File: config.mk
export PLATFORM = sky130hd
export DESIGN_NAME = bfvg_emit
export DESIGN_NICKNAME = d
export VERILOG_FILES = /design/src/bfvg_pkg.sv /design/src/bfvg_emit.sv
export SDC_FILE = /design/constraint.sdc
export NUM_CORES = 1
export LEC_CHECK = 0
export ABC_AREA = 1
export ABC_CLOCK_PERIOD_IN_PS = 8500
export BUFFER_PORTS_ARGS = -buffer_cell sky130_fd_sc_hd__buf_2
export CORE_AREA = 3 3 256 258
export DETAILED_ROUTE_END_ITERATION = 7
export DIE_AREA = 0 0 259 261
export PLACE_DENSITY = 0.55
export SLEW_MARGIN = 20
export SYNTH_ARGS = -nofsm -noshare
export SYNTH_HDL_FRONTEND = slang
export SYNTH_SLANG_ARGS = --single-unit
File: constraint.sdc
create_clock -name clk_i -period 8.5 [get_ports clk_i]
set_input_delay 1.7 -clock clk_i [delete_from_list [all_inputs] [get_ports clk_i]]
set_output_delay 1.7 -clock clk_i [all_outputs]
set_load 0.03 [all_outputs]
File: src/bfvg_pkg.sv
`timescale 1ns / 1ps
`default_nettype none
package bfvg_pkg;

  localparam int UV_FRAC    = 15;
  localparam int QW         = 32;
  localparam int BPS        = 4;
  localparam int DIV_STAGES = QW / BPS;
  localparam int IN_W       = 256;
  localparam int OUT_W      = 328;

  localparam logic [2:0] FACE_MAX = 3'd5;

  // Field order matches tdata: face sits in the lowest bits.
  typedef struct packed {
    logic [15:0] v_second;
    logic [15:0] u_second;
    logic [15:0] v_first;
    logic [15:0] u_first;
    logic [30:0] len_z;
    logic [30:0] len_y;
    logic [30:0] len_x;
    logic [31:0] org_z;
    logic [31:0] org_y;
    logic [31:0] org_x;
    logic [2:0]  face;
  } req_t;

  // One restoring divider lane: quotient of {rem, nlo} by dvs.
  typedef struct packed {
    logic [15:0] rem;
    logic [31:0] nlo;
    logic [15:0] dvs;
    logic [31:0] q;
    logic        ovf;
    logic        neg;
  } lane_t;

  // Corner masks per face, vertex 0 in the lowest three bits.
  function automatic logic [11:0] corners(input logic [2:0] f);
    case (f)
      3'd0:    return {3'd0, 3'd1, 3'd3, 3'd2};
      3'd1:    return {3'd1, 3'd5, 3'd7, 3'd3};
      3'd2:    return {3'd5, 3'd4, 3'd6, 3'd7};
      3'd3:    return {3'd4, 3'd0, 3'd2, 3'd6};
      3'd4:    return {3'd1, 3'd0, 3'd4, 3'd5};
      3'd5:    return {3'd2, 3'd3, 3'd7, 3'd6};
      default: return 12'd0;
    endcase
  endfunction

  function automatic logic [2:0] corner(input logic [2:0] f, input logic [1:0] k);
    logic [11:0] c;
    c = corners(f);
    return c[3*k +: 3];
  endfunction

  // Even faces take u_second on the outer vertices, odd faces on the inner ones.
  function automatic logic usel(input logic [2:0] f, input logic [1:0] k);
    logic outer;
    outer = (k == 2'd0) || (k == 2'd3);
    return f[0] ? !outer : outer;
  endfunction

  function automatic lane_t div_step(input lane_t l);
    lane_t       r;
    logic [16:0] t;
    r = l;
    t = {l.rem, l.nlo[31]};
    if (t >= {1'b0, l.dvs}) begin
      r.rem = 16'(t - {1'b0, l.dvs});
      r.q   = {l.q[30:0], 1'b1};
    end else begin
      r.rem = t[15:0];
      r.q   = {l.q[30:0], 1'b0};
    end
    r.nlo = {l.nlo[30:0], 1'b0};
    return r;
  endfunction

  function automatic logic [31:0] sat(input lane_t l);
    if (l.neg) begin
      if (l.ovf || l.q > 32'h8000_0000) return 32'h8000_0000;
      return 32'(0) - l.q;
    end
    if (l.ovf || l.q[31]) return 32'h7FFF_FFFF;
    return l.q;
  endfunction

endpackage
`default_nettype wire

File: src/bfvg_emit.sv
`timescale 1ns / 1ps
`default_nettype none
module bfvg_emit
  import bfvg_pkg::*;
(
  input  wire logic              clk_i,
  input  wire logic              rst_ni,
  input  wire logic              valid_i,
  input  wire req_t              req_i,
  input  wire logic              zero_i,
  input  wire logic [31:0]       tq_i,
  input  wire logic [31:0]       bq_i,
  output logic                   load_rdy_o,
  output logic                   m_tvalid_o,
  input  wire logic              m_tready_i,
  output logic [OUT_W-1:0]       m_tdata_o,
  output logic                   m_tlast_o
);

  logic        vld_q, vld_d;
  logic [1:0]  cnt_q, cnt_d;
  req_t        req_q;
  logic        zero_q;
  logic [31:0] tq_q, bq_q;

  logic        load, take;
  logic [2:0]  c, c0, c1, c2, tax, bax;
  logic [31:0] px, py, pz, tx, ty, tz, bx, by, bz;
  logic [15:0] u, v;

  assign take       = vld_q && m_tready_i;
  assign load_rdy_o = !vld_q || (take && cnt_q == 2'd3);
  assign load       = load_rdy_o && valid_i;

  always_comb begin
    vld_d = vld_q;
    cnt_d = cnt_q;
    if (take) begin
      cnt_d = cnt_q + 2'd1;
      if (cnt_q == 2'd3) vld_d = 1'b0;
    end
    if (load) begin
      vld_d = 1'b1;
      cnt_d = 2'd0;
    end
  end

  always_ff @(posedge clk_i or negedge rst_ni) begin
    if (!rst_ni) begin
      vld_q <= 1'b0;
      cnt_q <= 2'd0;
    end else begin
      vld_q <= vld_d;
      cnt_q <= cnt_d;
    end
  end

  always_ff @(posedge clk_i) begin
    if (load) begin
      req_q  <= req_i;
      zero_q <= zero_i;
      tq_q   <= tq_i;
      bq_q   <= bq_i;
    end
  end

  always_comb begin
    c   = corner(req_q.face, cnt_q);
    c0  = corner(req_q.face, 2'd0);
    c1  = corner(req_q.face, 2'd1);
    c2  = corner(req_q.face, 2'd2);
    tax = (c1 ^ c0) & {3{!zero_q}};
    bax = (c2 ^ c1) & {3{!zero_q}};
    px  = req_q.org_x + (c[0] ? {1'b0, req_q.len_x} : 32'd0);
    py  = req_q.org_y + (c[1] ? {1'b0, req_q.len_y} : 32'd0);
    pz  = req_q.org_z + (c[2] ? {1'b0, req_q.len_z} : 32'd0);
    u   = usel(req_q.face, cnt_q) ? req_q.u_second : req_q.u_first;
    v   = cnt_q[1] ? req_q.v_second : req_q.v_first;
    tx  = tax[0] ? tq_q : 32'd0;
    ty  = tax[1] ? tq_q : 32'd0;
    tz  = tax[2] ? tq_q : 32'd0;
    bx  = bax[0] ? bq_q : 32'd0;
    by  = bax[1] ? bq_q : 32'd0;
    bz  = bax[2] ? bq_q : 32'd0;
  end

  assign m_tvalid_o = vld_q;
  assign m_tlast_o  = (cnt_q == 2'd3);
  assign m_tdata_o  = {5'd0, bz, by, bx, tz, ty, tx, u, v, req_q.face, pz, py, px};

endmodule
`default_nettype wire

==> results.json <==
{
  "syn_to_final_growth_pct": 26.2,
  "num-nets-final": 3407,
  "ys_types": 27,
  "start_util": 0.305,
  "die_h_um": 261,
  "antenna_found_initial": 22,
  "synth_cells": 2377,
  "num_io_pins": 656,
  "cts.clk_slew.worst_paths_ns": 0.06,
  "p_seq_frac": 0.262,
  "post-route-period-util": 0.711,
  "hpwl_um": 54900,
  "portBuffers": 586,
  "p_leak_nw": 13.2,
  "clock_skew_ns": 0.0549,
  "crit_required_ns": 6.80,
  "max_freq_mhz": 166,
  "gp_congestion": 0.905,
  "synth.cell_area_um2": 19300,
  "crit_family": "simple AND/OR/NAND/NOR gates",
  "crit_path_max_incr_delay_ns": 0.69,
  "max-cap-violations": 0,
  "synth_top_flop_cell": "edfxtp_1",
  "synth-warning-count": 0,
  "crit_path_end_kind": "output port",
  "rows": 92,
  "synth-edff-count": 321,
  "grt.total_usage": 0.191,
  "drt_first_pass_iters": 5,
  "relSlewSlack": 0.302,
  "worst_setup_path_start_kind": "flop",
  "postCtsResizedCells": 0,
  "crit_buf_inv": 3,
  "grt_max_degree": 160,
  "p_clk_frac": 0.215,
  "hold_path.class": "flop to flop",
  "ctsHtreeMaxLevel": 2,
  "peakVddDrop_v": 0.000161,
  "p_comb_frac": 0.522,
  "p_int_mw": 4.19,
  "syn_avg_cell_area_um2": 8.11,
  "root_buffer": "clkbuf_16",
  "wire_per_inst_um": 17.3,
  "detail-route-antenna-nets": 0,
  "drtIter0Drc": 933,
  "cts_made_buffers": 40,
  "vias_per_cell": 4.30,
  "slowest_stage": "dfrtp_1",
  "cts_tree": "yes",
  "fillers": 6570,
  "drc": 0,
  "holdWs_ns": 0.619,
  "final_common_cell": "nand2_1",
  "core_area_um2": 63200,
  "status": "complete, no violations",
  "cts_setup_buffers": 0,
  "seq_area_um2": 9710,
  "worstSkewPairLatency_ns": 0.59,
  "worstMarginPinSlew_ns": 1.04,
  "pwr_density_cell_nw_per_um2": 332,
  "synthArstFlopShare": 0.00926,
  "crit_top_cell": "nand2_1",
  "mostFrequentLayoutCells": "nand2_1 (763), buf_2 (586), inv_1 (499)",
  "cts_max_path_buffers": 3,
  "grt-ovfl-total": 0,
  "arrival_ns": 4.34,
  "die_area_um2": 67600,
  "maxSlewViolCount": 0,
  "grt_setup_unrepaired": "false",
  "cts.sinks": 324,
  "synth_seq_cells": 324,
  "fin_crit_ns": 6.04,
  "setup_tns_ns": 0,
  "die_x_um": 259,
  "multiInputGateArea_um2": 7280,
  "p_switching_mw": 3.88,
  "setup_viol_count_final": 0,
  "worstPathCellList": "inv_2 > nand2_1 > o21ai_2 > buf_4 > nor2_1 > ha_1 > fa_1 > nand3_1 > nand3_1 > nand2_1 > nand2_1 > nand2_1 > nand2_1 > nand2_1 > nand3_1 > nand2_1 > buf_2",
  "cts_hold_buf": 0,
  "sw_frac_of_total": 0.481,
  "vias": 16666,
  "grt_pass1_vias": 15831,
  "ys_seq_area_frac": 0.504,
  "finalHoldViolCount": 0,
  "wirelength_um": 67200,
  "crit_type": "flop to output port",
  "power_mw": 8.08,
  "cp_max_fo": 31,
  "grt_pass1_wl_um": 96200,
  "drive_gt1_frac": 0.225
}
## synth_stat cells, types with 10 or more instances
cell	number	area (um^2)
nand2_1	763	2860
inv_1	501	1880
nor2_1	341	1280
edfxtp_1	321	9640
ha_1	94	1180
nand3_1	80	400
buf_4	72	541
a21oi_1	66	330
xor2_1	46	403
nor3_1	16	80.1
buf_2	12	60.1
clkbuf_1	12	45.0
nand4_1	12	75.1
mux2_4	10	150
## routing by layer
metal,up-vias,wire [um],track usage
met5,-,34,0
met4,6,1980,0.0661
met3,106,4070,0.0332
met2,580,33200,0.336
met1,7562,27800,0.236
li1,8412,-,-
## cell families (layout without fill, tap and decap cells)
family	Yosys count	in the layout	share of synthesized area
XOR/XNOR	47	47	0.0218
AO/OA/AOI/OAI	81	81	0.0225
other	1	80	0.000195
multiplexers	16	16	0.0113
flip-flops	324	324	0.504
buffers and inverters	599	1170	0.132
AND/OR/NAND/NOR	1212	1212	0.244
adder cells (fa/ha/maj)	97	97	0.0642
## state kept, by name (all words and copies together), names as in the netlist
signal	cells
zero_q	1
cnt_q	2
tq_q	32
m_tvalid_o	1
m_tdata_o	3
bq_q	32
req_q	253
## power by group through the flow
stage          Clock, mW  Sequential, mW  Combinational, mW
2_1_floorplan          0            2.15               2.98
3_3_place_gp           0            2.15               4.24
3_5_place_dp           0            2.15               4.24
4_1_cts             1.80            2.12               4.26
5_1_grt             1.86            2.14               4.61
6_report            1.74            2.12               4.22
## final cells by class
cell class,count,share of cell area
antenna,11,0.00113
clock buffer,44,0.0418
clock inverter,29,0.0132
inverter,502,0.0776
multi-input combinational,1522,0.299
sequential,324,0.399
tap,846,0.0435
timing repair buffer,595,0.124
## final timing paths
| kind | start | endpoint | slack (ns) | cells after the start |
|---|---|---|---|---|
| min | cnt_q[0] | cnt_q[0] | 0.62 | 1 |
| min reg2reg | cnt_q[0] | cnt_q[0] | 0.62 | 1 |
| max | cnt_q[1] | m_tdata_o[92] | 2.46 | 17 |
| max reg2reg | cnt_q[1] | req_q[7] | 4.78 | 6 |
| max in group asynchronous | rst_ni | cnt_q[1] | 7.45 | 1 |
| min in group asynchronous | rst_ni | m_tvalid_o | 0.91 | 1 |
## metrics by stage
step	utilization	cell area (um^2)	setup WS, ns	std cells
finish	0.385	24300	2.46	3873
detailed placement	0.363	23000	2.99	3789
global placement	0.363	23000	3.00	3789
CTS	0.384	24300	2.32	3862
global route	0.385	24300	1.97	3872
floorplan	-	19500	1.12	2445
No activity file was read; power rests on OpenSTA's default activity.
